--- src/rtl/sqvb_pkg.sv ---
`default_nettype none

package sqvb_pkg;

    localparam int DEF_MAX_LAYERS  = 8;
    localparam int DEF_MAX_TILES   = 256;

    localparam int IN_DATA_W   = 120;
    localparam int IN_USER_W   = 2;
    localparam int OUT_DATA_W  = 112;
    localparam int OUT_USER_W  = 3;
    localparam int CFG_INDEX_W = 3;
    localparam int CFG_DATA_W  = 32;
    localparam int SLOT_W      = 14;
    localparam int TEX_W       = 17;
    localparam int TEXEL_W     = 13;

    localparam logic [2:0] K_LAST = 3'd5;

    typedef enum logic [1:0] {
        MODE_ADD       = 2'd0,
        MODE_CLEAR_ONE = 2'd1,
        MODE_CLEAR_ALL = 2'd2,
        MODE_NONE      = 2'd3
    } sqvb_mode_t;

    typedef enum logic [2:0] {
        ST_VERTEX     = 3'd0,
        ST_CLEARED    = 3'd1,
        ST_NO_TEXTURE = 3'd2,
        ST_LAYER_FULL = 3'd3,
        ST_BAD_LAYER  = 3'd4
    } sqvb_status_t;

    typedef enum logic [CFG_INDEX_W-1:0] {
        REG_DEFAULT_LAYER  = 3'd0,
        REG_LAYERS_IN_USE  = 3'd1,
        REG_TILES_PER_LAYER = 3'd2,
        REG_RECIP_WIDTH    = 3'd3,
        REG_RECIP_HEIGHT   = 3'd4,
        REG_TEXTURE_LOADED = 3'd5
    } sqvb_reg_t;

    // Input item as it sits in s_tdata, highest bits first.
    typedef struct packed {
        logic [1:0]         pad;
        logic [31:0]        rgba;
        logic [1:0]         flip;
        logic [11:0]        quad_height;
        logic [11:0]        quad_width;
        logic signed [15:0] screen_y;
        logic signed [15:0] screen_x;
        logic [11:0]        sheet_y;
        logic [11:0]        sheet_x;
        logic signed [3:0]  layer;
    } sqvb_item_t;

    // One checked quad, ready for the emitter. Status results carry zeros.
    typedef struct packed {
        sqvb_status_t       status;
        logic [SLOT_W-1:0]  base;
        logic signed [15:0] xl;
        logic signed [15:0] xr;
        logic signed [15:0] yt;
        logic signed [15:0] yb;
        logic [TEX_W-1:0]   u0;
        logic [TEX_W-1:0]   u1;
        logic [TEX_W-1:0]   v0;
        logic [TEX_W-1:0]   v1;
        logic [31:0]        rgba;
    } sqvb_quad_t;

    typedef struct packed {
        logic wr_en;
        logic clr_all;
    } sqvb_cnt_wr_t;

    function automatic logic [2:0] eff_layer(input logic signed [3:0] layer,
                                             input logic [2:0] def_layer);
        logic [2:0] res;
        res = (layer == -4'sd1) ? def_layer : layer[2:0];
        return res;
    endfunction

    function automatic logic [TEX_W-1:0] tex_coord(input logic [TEXEL_W-1:0] texel,
                                                   input logic [31:0] recip);
        logic [TEXEL_W+31:0] prod;
        logic [TEX_W-1:0]    res;
        prod = {32'd0, texel} * {{TEXEL_W{1'b0}}, recip};
        if (|prod[TEXEL_W+31:TEX_W+16])
        begin
            res = '1;
        end
        else
        begin
            res = prod[TEX_W+15:16];
        end
        return res;
    endfunction

    function automatic logic signed [15:0] sat16(input logic signed [16:0] v);
        logic signed [15:0] res;
        if (v[16] != v[15])
        begin
            res = v[16] ? 16'sh8000 : 16'sh7fff;
        end
        else
        begin
            res = v[15:0];
        end
        return res;
    endfunction

endpackage

`default_nettype wire

--- src/rtl/sqvb_counts.sv ---
`default_nettype none

module sqvb_counts
    import sqvb_pkg::*;
#(
    parameter int MAX_LAYERS = DEF_MAX_LAYERS,
    parameter int MAX_TILES  = DEF_MAX_TILES,
    localparam int LW = (MAX_LAYERS > 1) ? $clog2(MAX_LAYERS) : 1,
    localparam int CW = $clog2(MAX_TILES + 1)
)
(
    input  wire logic         clk,
    input  wire logic         rst_n,
    input  wire logic         rd_en,
    input  wire logic [LW-1:0] rd_addr,
    input  wire sqvb_cnt_wr_t wr,
    input  wire logic [LW-1:0] wr_addr,
    input  wire logic [CW-1:0] wr_data,
    output logic [CW-1:0]     count
);

    logic [CW-1:0]         mem [MAX_LAYERS];
    logic [CW-1:0]         mem_q_reg;
    logic [CW-1:0]         byp_data_reg;
    logic                  byp_hit_reg;
    logic                  byp_zero_reg;
    logic                  vld_q_reg;
    logic [MAX_LAYERS-1:0] vld_reg;

    always_ff @(posedge clk)
    begin
        if (wr.wr_en)
        begin
            mem[wr_addr] <= wr_data;
        end
        if (rd_en)
        begin
            mem_q_reg    <= mem[rd_addr];
            byp_data_reg <= wr_data;
        end
    end

    // A valid bit per layer lets a clear of all layers skip writing the memory.
    always_ff @(posedge clk or negedge rst_n)
    begin
        if (!rst_n)
        begin
            vld_reg      <= '0;
            vld_q_reg    <= 1'b0;
            byp_hit_reg  <= 1'b0;
            byp_zero_reg <= 1'b0;
        end
        else
        begin
            if (wr.clr_all)
            begin
                vld_reg <= '0;
            end
            else if (wr.wr_en)
            begin
                vld_reg[wr_addr] <= 1'b1;
            end
            if (rd_en)
            begin
                // An update landing on the same edge as the read is forwarded.
                vld_q_reg    <= vld_reg[rd_addr];
                byp_hit_reg  <= wr.wr_en && (wr_addr == rd_addr);
                byp_zero_reg <= wr.clr_all;
            end
        end
    end

    always_comb
    begin
        if (byp_zero_reg)
        begin
            count = '0;
        end
        else if (byp_hit_reg)
        begin
            count = byp_data_reg;
        end
        else if (vld_q_reg)
        begin
            count = mem_q_reg;
        end
        else
        begin
            count = '0;
        end
    end

endmodule

`default_nettype wire

--- src/rtl/sqvb_quad.sv ---
`default_nettype none

module sqvb_quad
    import sqvb_pkg::*;
#(
    parameter int MAX_LAYERS = DEF_MAX_LAYERS,
    parameter int MAX_TILES  = DEF_MAX_TILES,
    localparam int LW = (MAX_LAYERS > 1) ? $clog2(MAX_LAYERS) : 1,
    localparam int CW = $clog2(MAX_TILES + 1)
)
(
    input  wire sqvb_item_t    item,
    input  wire sqvb_mode_t    mode,
    input  wire logic [2:0]    default_layer,
    input  wire logic [3:0]    layers_in_use,
    input  wire logic [8:0]    tiles_per_layer,
    input  wire logic [31:0]   recip_w,
    input  wire logic [31:0]   recip_h,
    input  wire logic          texture_loaded,
    input  wire logic [CW-1:0] count,
    output sqvb_quad_t         quad,
    output sqvb_cnt_wr_t       wr,
    output logic [LW-1:0]      wr_addr,
    output logic [CW-1:0]      wr_data
);

    localparam int CMPW = (CW > 9) ? CW : 9;
    localparam int BW   = 3 + CW + 1;

    logic [2:0]         eff;
    logic               bad;
    logic [CMPW-1:0]    tpl_w;
    logic [CMPW-1:0]    cap_w;
    logic               full;
    logic [BW-1:0]      base_w;
    logic [TEX_W-1:0]   u_near;
    logic [TEX_W-1:0]   u_far;
    logic [TEX_W-1:0]   v_near;
    logic [TEX_W-1:0]   v_far;
    logic signed [16:0] x_r;
    logic signed [16:0] y_b;

    always_comb
    begin
        eff   = eff_layer(item.layer, default_layer);
        bad   = (item.layer < 0 && item.layer != -4'sd1)
              || ({1'b0, eff} >= layers_in_use)
              || (32'(eff) >= 32'(MAX_LAYERS));
        tpl_w = CMPW'(tiles_per_layer);
        cap_w = (tpl_w > CMPW'(MAX_TILES)) ? CMPW'(MAX_TILES) : tpl_w;
        full  = CMPW'(count) >= cap_w;

        base_w = BW'(eff) * BW'(CW'(cap_w)) + BW'(count);

        u_near = tex_coord(TEXEL_W'(item.sheet_x), recip_w);
        u_far  = tex_coord(TEXEL_W'(item.sheet_x) + TEXEL_W'(item.quad_width), recip_w);
        v_near = tex_coord(TEXEL_W'(item.sheet_y), recip_h);
        v_far  = tex_coord(TEXEL_W'(item.sheet_y) + TEXEL_W'(item.quad_height), recip_h);
        x_r    = {item.screen_x[15], item.screen_x} + $signed({5'd0, item.quad_width});
        y_b    = {item.screen_y[15], item.screen_y} + $signed({5'd0, item.quad_height});

        quad       = '0;
        wr         = '0;
        wr_addr    = LW'(eff);
        wr_data    = '0;

        case (mode)
            MODE_CLEAR_ALL:
            begin
                quad.status = ST_CLEARED;
                wr.clr_all  = 1'b1;
            end
            MODE_CLEAR_ONE:
            begin
                if (item.layer == -4'sd1)
                begin
                    quad.status = ST_CLEARED;
                    wr.clr_all  = 1'b1;
                end
                else if (bad)
                begin
                    quad.status = ST_BAD_LAYER;
                end
                else
                begin
                    quad.status = ST_CLEARED;
                    wr.wr_en    = 1'b1;
                end
            end
            MODE_ADD:
            begin
                if (!texture_loaded)
                begin
                    quad.status = ST_NO_TEXTURE;
                end
                else if (bad)
                begin
                    quad.status = ST_BAD_LAYER;
                end
                else if (full)
                begin
                    quad.status = ST_LAYER_FULL;
                end
                else
                begin
                    quad.status = ST_VERTEX;
                    quad.base   = SLOT_W'(base_w);
                    quad.xl     = sat16({item.screen_x[15], item.screen_x});
                    quad.xr     = sat16(x_r);
                    quad.yt     = sat16({item.screen_y[15], item.screen_y});
                    quad.yb     = sat16(y_b);
                    quad.u0     = item.flip[0] ? u_far : u_near;
                    quad.u1     = item.flip[0] ? u_near : u_far;
                    quad.v0     = item.flip[1] ? v_far : v_near;
                    quad.v1     = item.flip[1] ? v_near : v_far;
                    quad.rgba   = item.rgba;
                    wr.wr_en    = 1'b1;
                    wr_data     = count + CW'(1);
                end
            end
            default:
            begin
                quad = '0;
            end
        endcase
    end

endmodule

`default_nettype wire

--- src/rtl/sqvb_emit.sv ---
`default_nettype none

module sqvb_emit
    import sqvb_pkg::*;
(
    input  wire logic                  clk,
    input  wire logic                  rst_n,
    input  wire logic                  load,
    input  wire sqvb_quad_t            quad_in,
    output logic                       free,
    output logic                       m_tvalid,
    input  wire logic                  m_tready,
    output logic [OUT_DATA_W-1:0]      m_tdata,
    output logic [OUT_USER_W-1:0]      m_tuser,
    output logic                       m_tlast
);

    sqvb_quad_t        quad_reg;
    logic              b_valid_reg;
    logic [2:0]        k_reg;
    logic              is_vert;
    logic              right;
    logic              bottom;
    logic              fire;
    logic              done;
    logic [SLOT_W-1:0] slot;

    always_comb
    begin
        is_vert  = (quad_reg.status == ST_VERTEX);
        right    = (k_reg == 3'd2) || (k_reg >= 3'd4);
        bottom   = (k_reg >= 3'd3);
        m_tvalid = b_valid_reg;
        m_tlast  = !is_vert || (k_reg == K_LAST);
        fire     = b_valid_reg && m_tready;
        done     = fire && m_tlast;
        free     = !b_valid_reg || done;
        slot     = SLOT_W'({quad_reg.base, 2'b00}) + SLOT_W'({quad_reg.base, 1'b0})
                 + SLOT_W'(k_reg);
        m_tuser  = quad_reg.status;
        m_tdata  = {quad_reg.rgba,
                    bottom ? quad_reg.v1 : quad_reg.v0,
                    right  ? quad_reg.u1 : quad_reg.u0,
                    bottom ? quad_reg.yb : quad_reg.yt,
                    right  ? quad_reg.xr : quad_reg.xl,
                    slot};
    end

    always_ff @(posedge clk)
    begin
        if (load)
        begin
            quad_reg <= quad_in;
        end
    end

    always_ff @(posedge clk or negedge rst_n)
    begin
        if (!rst_n)
        begin
            b_valid_reg <= 1'b0;
            k_reg       <= '0;
        end
        else if (load)
        begin
            b_valid_reg <= 1'b1;
            k_reg       <= '0;
        end
        else if (done)
        begin
            b_valid_reg <= 1'b0;
        end
        else if (fire)
        begin
            k_reg <= k_reg + 3'd1;
        end
    end

    a_k_bound: assert property (@(posedge clk) disable iff (!rst_n)
        b_valid_reg |-> (k_reg <= K_LAST))
        else $error("vertex counter ran past the last vertex");

    a_status_single: assert property (@(posedge clk) disable iff (!rst_n)
        (b_valid_reg && quad_reg.status != ST_VERTEX) |-> (k_reg == 3'd0))
        else $error("status result advanced the vertex counter");

    a_drain: assert property (@(posedge clk) disable iff (!rst_n)
        (done && !load) |=> !b_valid_reg)
        else $error("result stage stayed full after its last transaction");

endmodule

`default_nettype wire

--- src/rtl/sprite_quad_vertex_batcher.sv ---
// Sprite quad batcher. Each input transaction on s_* is one command: s_tuser
// selects add quad, clear one layer or clear all layers. An accepted add
// produces six vertex transactions on m_* (a triangle strip with the first
// and last corners doubled, m_tlast on the sixth); a rejected add or a clear
// produces one status transaction with m_tlast set. Command code 3 produces
// nothing.
// A command passes from the input register into the result stage, which drives
// m_*; vertices leave at one per cycle while m_tready is high. The input
// register takes the next command while the result stage is still emitting,
// so the output never idles while work waits.
// The per-layer quad counts live in a small memory read as a command enters
// the input register; reset marks every layer empty by clearing a valid bit each.
// Configuration writes on cfg_* are always accepted and must only be issued
// while no command is in flight. Reset empties both stages and restores the
// register defaults. When m_tready is low the current result is held and at
// most one further command is buffered, after which s_tready drops.
`default_nettype none

module sprite_quad_vertex_batcher
    import sqvb_pkg::*;
#(
    parameter int MAX_LAYERS = DEF_MAX_LAYERS,
    parameter int MAX_TILES  = DEF_MAX_TILES
)
(
    input  wire logic                   clk,
    input  wire logic                   rst_n,
    input  wire logic                   s_tvalid,
    output logic                        s_tready,
    // layer[3:0], sheet_x[15:4], sheet_y[27:16], screen_x[43:28],
    // screen_y[59:44], quad_width[71:60], quad_height[83:72], flip[85:84],
    // rgba[117:86], zero fill above
    input  wire logic [IN_DATA_W-1:0]   s_tdata,
    // mode[1:0]
    input  wire logic [IN_USER_W-1:0]   s_tuser,
    output logic                        m_tvalid,
    input  wire logic                   m_tready,
    // slot_index[13:0], vert_x[29:14], vert_y[45:30], tex_u[62:46],
    // tex_v[79:63], vert_rgba[111:80]
    output logic [OUT_DATA_W-1:0]       m_tdata,
    // status[2:0]
    output logic [OUT_USER_W-1:0]       m_tuser,
    output logic                        m_tlast,
    input  wire logic                   cfg_valid,
    output logic                        cfg_ready,
    input  wire logic [CFG_INDEX_W-1:0] cfg_index,
    input  wire logic [CFG_DATA_W-1:0]  cfg_data
);

    localparam int LW = (MAX_LAYERS > 1) ? $clog2(MAX_LAYERS) : 1;
    localparam int CW = $clog2(MAX_TILES + 1);

    logic [2:0]   default_layer_reg;
    logic [3:0]   layers_in_use_reg;
    logic [8:0]   tiles_per_layer_reg;
    logic [31:0]  recip_w_reg;
    logic [31:0]  recip_h_reg;
    logic         texture_loaded_reg;

    sqvb_item_t   item_in;
    sqvb_item_t   item_reg;
    sqvb_mode_t   mode_reg;
    logic         a_valid_reg;
    logic         accept;
    logic         a_take;
    logic         load;
    logic         emit_free;
    logic [LW-1:0] rd_addr;
    logic [CW-1:0] count;
    sqvb_quad_t   quad;
    sqvb_cnt_wr_t wr_raw;
    sqvb_cnt_wr_t wr;
    logic [LW-1:0] wr_addr;
    logic [CW-1:0] wr_data;

    assign cfg_ready = 1'b1;

    always_ff @(posedge clk or negedge rst_n)
    begin
        if (!rst_n)
        begin
            default_layer_reg   <= 3'd0;
            layers_in_use_reg   <= 4'd8;
            tiles_per_layer_reg <= 9'd256;
            recip_w_reg         <= 32'd1048576;
            recip_h_reg         <= 32'd1048576;
            texture_loaded_reg  <= 1'b0;
        end
        else if (cfg_valid)
        begin
            case (sqvb_reg_t'(cfg_index))
                REG_DEFAULT_LAYER:   default_layer_reg   <= cfg_data[2:0];
                REG_LAYERS_IN_USE:   layers_in_use_reg   <= cfg_data[3:0];
                REG_TILES_PER_LAYER: tiles_per_layer_reg <= cfg_data[8:0];
                REG_RECIP_WIDTH:     recip_w_reg         <= cfg_data;
                REG_RECIP_HEIGHT:    recip_h_reg         <= cfg_data;
                REG_TEXTURE_LOADED:  texture_loaded_reg  <= cfg_data[0];
                default:             ;
            endcase
        end
    end

    always_comb
    begin
        item_in  = sqvb_item_t'(s_tdata);
        a_take   = a_valid_reg && emit_free;
        s_tready = !a_valid_reg || emit_free;
        accept   = s_tvalid && s_tready;
        load     = a_take && (mode_reg != MODE_NONE);
        rd_addr  = LW'(eff_layer(item_in.layer, default_layer_reg));
        wr.wr_en   = a_take && wr_raw.wr_en;
        wr.clr_all = a_take && wr_raw.clr_all;
    end

    always_ff @(posedge clk)
    begin
        if (accept)
        begin
            item_reg <= item_in;
            mode_reg <= sqvb_mode_t'(s_tuser);
        end
    end

    always_ff @(posedge clk or negedge rst_n)
    begin
        if (!rst_n)
        begin
            a_valid_reg <= 1'b0;
        end
        else if (accept)
        begin
            a_valid_reg <= 1'b1;
        end
        else if (a_take)
        begin
            a_valid_reg <= 1'b0;
        end
    end

    sqvb_counts #(
        .MAX_LAYERS (MAX_LAYERS),
        .MAX_TILES  (MAX_TILES)
    ) u_counts (
        .clk     (clk),
        .rst_n   (rst_n),
        .rd_en   (accept),
        .rd_addr (rd_addr),
        .wr      (wr),
        .wr_addr (wr_addr),
        .wr_data (wr_data),
        .count   (count)
    );

    sqvb_quad #(
        .MAX_LAYERS (MAX_LAYERS),
        .MAX_TILES  (MAX_TILES)
    ) u_quad (
        .item            (item_reg),
        .mode            (mode_reg),
        .default_layer   (default_layer_reg),
        .layers_in_use   (layers_in_use_reg),
        .tiles_per_layer (tiles_per_layer_reg),
        .recip_w         (recip_w_reg),
        .recip_h         (recip_h_reg),
        .texture_loaded  (texture_loaded_reg),
        .count           (count),
        .quad            (quad),
        .wr              (wr_raw),
        .wr_addr         (wr_addr),
        .wr_data         (wr_data)
    );

    sqvb_emit u_emit (
        .clk      (clk),
        .rst_n    (rst_n),
        .load     (load),
        .quad_in  (quad),
        .free     (emit_free),
        .m_tvalid (m_tvalid),
        .m_tready (m_tready),
        .m_tdata  (m_tdata),
        .m_tuser  (m_tuser),
        .m_tlast  (m_tlast)
    );

endmodule

`default_nettype wire

--- config.mk ---
export PLATFORM = sky130hd
export DESIGN_NAME = sprite_quad_vertex_batcher
export DESIGN_NICKNAME = d
export VERILOG_FILES = /design/src/rtl/sqvb_pkg.sv /design/src/rtl/sqvb_counts.sv /design/src/rtl/sqvb_quad.sv /design/src/rtl/sqvb_emit.sv /design/src/rtl/sprite_quad_vertex_batcher.sv
export SDC_FILE = /design/constraint.sdc
export NUM_CORES = 2
export LEC_CHECK = 0
export BUFFER_PORTS_ARGS = -buffer_cell sky130_fd_sc_hd__buf_2
export CORE_MARGIN = 5
export CORE_UTILIZATION = 45
export DETAILED_ROUTE_END_ITERATION = 10
export PLACE_DENSITY_LB_ADDON = 0.12
export SETUP_SLACK_MARGIN = 0.02
export SLEW_MARGIN = 10
export SYNTH_ARGS = -nofsm -noshare
export SYNTH_HDL_FRONTEND = slang
export SYNTH_SLANG_ARGS = --single-unit
--- constraint.sdc ---
create_clock -name clk -period 16.4 [get_ports clk]
set_clock_uncertainty 0.1 [all_clocks]
set_input_delay 0 -clock clk [delete_from_list [all_inputs] [get_ports clk]]
set_output_delay 0 -clock clk [all_outputs]
set_load 0.02 [all_outputs]
==> flow_metrics.env <==
export IMPL_worst_setup_path_start_kind="flip-flop"
export IMPL_crit_fanout=34
export IMPL_place_hpwl_mm=154
export IMPL_die_area_sq_mm=0.170
export IMPL_layout_commonest_cell="inv_1"
export IMPL_vias=54178
export IMPL_ys_ff_latch=487
export IMPL_fin_nets=9782
export IMPL_postRouteAntennaNets=0
export IMPL_setup_viol=0
export IMPL_wire_per_inst_microns=20.5
export IMPL_drt_wl_total_mm=208
export IMPL_rows=147
export IMPL_critPathCaptureType="flip-flop"
export IMPL_die_height_microns=412
export IMPL_globalRouteOverflowTotal=0
export IMPL_syn_nets=9449
export IMPL_cp_required_ns=16.65
export IMPL_drive_gt1_frac=0.0933
export IMPL_clkTransAtPathRegs_ns=0.06
export IMPL_slew_headroom=0.128
export IMPL_core_sq_mm=0.161
export IMPL_drtIter0Drc=3225
export IMPL_worst_slew_pin_slew_ns=1.31
export IMPL_drc=0
export IMPL_cts_tree="done"
export IMPL_slowest_delay_ns=0.68
export IMPL_grt_setup_unrepaired="false"
export IMPL_port_buffers=277
export IMPL_die_x_microns=412
export IMPL_vias_per_cell=5.35
export IMPL_slowest_stage="and3_1"
export IMPL_grt_usage=0.249
export IMPL_final_cell_mix="1315 x inv_1, 1277 x fa_1, 1144 x nand2_1"
export IMPL_cts_max_level=2
export IMPL_outcome="completed"
export IMPL_grt_pass1_vias=58736
export IMPL_async_flop_share=0.199
export IMPL_yosysWarnings=0
export IMPL_min_path_type="input pin to asynchronous set/reset pin"
export IMPL_clk_latency_ns=0.70
export IMPL_clock_sinks=487
export IMPL_drt_pass1_iterations=5
export IMPL_io_pins=281
export IMPL_grt_pass1_wl_mm=331
export IMPL_cts_resized=0
export IMPL_fin_crit_sh=0.647
export IMPL_largest_reg_flops=145
export IMPL_cp_common_cell="fa_1"
export IMPL_clockRootBuffer="clkbuf_16"
export IMPL_syn_area_sq_mm=0.0726
export IMPL_initial_core_util=0.452
export IMPL_grt_max_degree=78
export IMPL_syn_area_per_cell_sq_um=9.59
export IMPL_critPathKind="flip-flop to flip-flop"
export IMPL_cts_buffers=58
export IMPL_synth_edf_count=390
export IMPL_cap_violations=0
export IMPL_period_minus_slack_ns=10.61
export IMPL_syn_to_final_growth_pct=11.6
export IMPL_max_freq_mhz=94.3
export IMPL_clockBufferDepth=3
export IMPL_yosysUniqueCellTypes=93
export IMPL_syn_inst=7574
export IMPL_fin_tns_setup_ns=0
export IMPL_post_cts_buffers=0
export IMPL_hold_viol_final=0
export IMPL_ys_flop_type="edfxtp_1"
export IMPL_antenna_found_initial=10
export IMPL_seq_area_frac_synth=0.195
export IMPL_crit_arrival_ns=10.86
export IMPL_slew_violations=0
export IMPL_gp_congestion=0.892
## through the flow
stage / hold slack [ns] / cells / setup slack (ns) / util / cell area (sq um)
floorplan: -0.396 / 7574 / 6.87 / - / 72600
global placement: -0.193 / 9715 / 5.89 / 0.474 / 76100
CTS: 0.00500 / 10116 / 5.80 / 0.505 / 81000
detailed placement: -0.188 / 9715 / 5.85 / 0.474 / 76100
global route: 0.0383 / 10123 / 5.11 / 0.505 / 81100
finish: 0.0391 / 10127 / 5.79 / 0.505 / 81100
## metal layers
layer | up-vias | share of wire | track usage
met4 | 2 | 0.042 | 0.0911
li1 | 24345 | - | -
met5 | - | 0.000077 | 0
met2 | 1297 | 0.51 | 0.448
met1 | 28179 | 0.41 | 0.312
met3 | 355 | 0.040 | 0.0224
## repair_timing
| item | in CTS | in global routing |
|---|---|---|
| endpoints found under the hold margin | 318 | 0 |
| hold buffers | 292 | 0 |
| setup endpoints to repair | 0 | 0 |
## worst paths after layout
path,start,to,slack (ns),depth (start not counted)
setup / recovery,item_reg[5],u_emit.quad_reg[99],5.79,33
hold / removal,rst_n,tiles_per_layer_reg[0],0.04,3
setup reg to reg,item_reg[5],u_emit.quad_reg[99],5.79,33
hold reg to reg,u_counts.vld_reg[6],u_counts.vld_reg[6],0.39,1
max in group asynchronous,rst_n,u_counts.vld_reg[6],15.13,3
min in group clk,cfg_data[10],recip_w_reg[10],0.05,3
## logic make-up after synthesis
group | Yosys count | share of synthesized area
and+or+nand+nor | 2511 | 0.168
xor gates and xnor gates | 157 | 0.0189
adders and majority gates | 1713 | 0.427
buffers and inverters | 1752 | 0.0934
DFF | 487 | 0.195
other | 1 | 0.0000516
AOI/OAI and AO/OA | 788 | 0.0723
muxes | 165 | 0.0253
## worst max-delay path, delay by kind of cell, from the launching register on
| kind | cells | cell delay, ns |
|---|---|---|
| AO/OA/AOI/OAI | 16 | 3.75 |
| AND/OR/NAND/NOR | 5 | 1.83 |
| flip-flops | 1 | 0.32 |
| buffers and inverters | 4 | 0.92 |
| XOR/XNOR | 1 | 0.16 |
| adder cells (fa/ha/maj) | 7 | 3.16 |
## synth_stat cells, types with 9 or more instances
cell type	instances	share of area
inv_1	1316	0.068
fa_1	1277	0.35
nand2_1	1144	0.059
and2_1	644	0.055
ha_1	436	0.075
edfxtp_1	390	0.16
clkbuf_1	373	0.019
nor2_1	261	0.013
a21oi_1	227	0.016
mux2_2	149	0.023
o21ai_0	140	0.0096
xnor2_1	105	0.013
dfrtp_1	93	0.032
a21o_1	91	0.0094
nor2b_1	89	0.0077
nand2b_1	80	0.0069
nand3_1	62	0.0043
nor3_1	60	0.0041
nand4_1	52	0.0045
xor2_1	52	0.0063
a221oi_1	50	0.0060
buf_4	42	0.0043
o21a_1	33	0.0034
o21bai_1	33	0.0034
and3_1	27	0.0023
o211ai_1	27	0.0028
a31oi_1	26	0.0022
a211oi_1	25	0.0026
mux2i_1	16	0.0022
o31ai_1	16	0.0017
or3_1	16	0.0014
nor4_1	12	0.0010
nand4b_1	11	0.0013
a21boi_0	10	0.0010
a221oi_2	10	0.0021
and4_1	10	0.0012
buf_2	9	0.00062
## area by class of cell
type	instances	area, sq um
Fill cell	15041	79500
Multi-Input combinational cell	5335	51900
Sequential cell	487	14100
Timing Repair Buffer	709	5360
Inverter	1316	4940
Tap cell	2160	2700
Clock buffer	66	1570
Clock inverter	43	437
Antenna cell	11	27.5
Power is left out: the tool's default activity adds up to more than one toggle a clock period on the data nets, which glitch-free logic cannot reach.
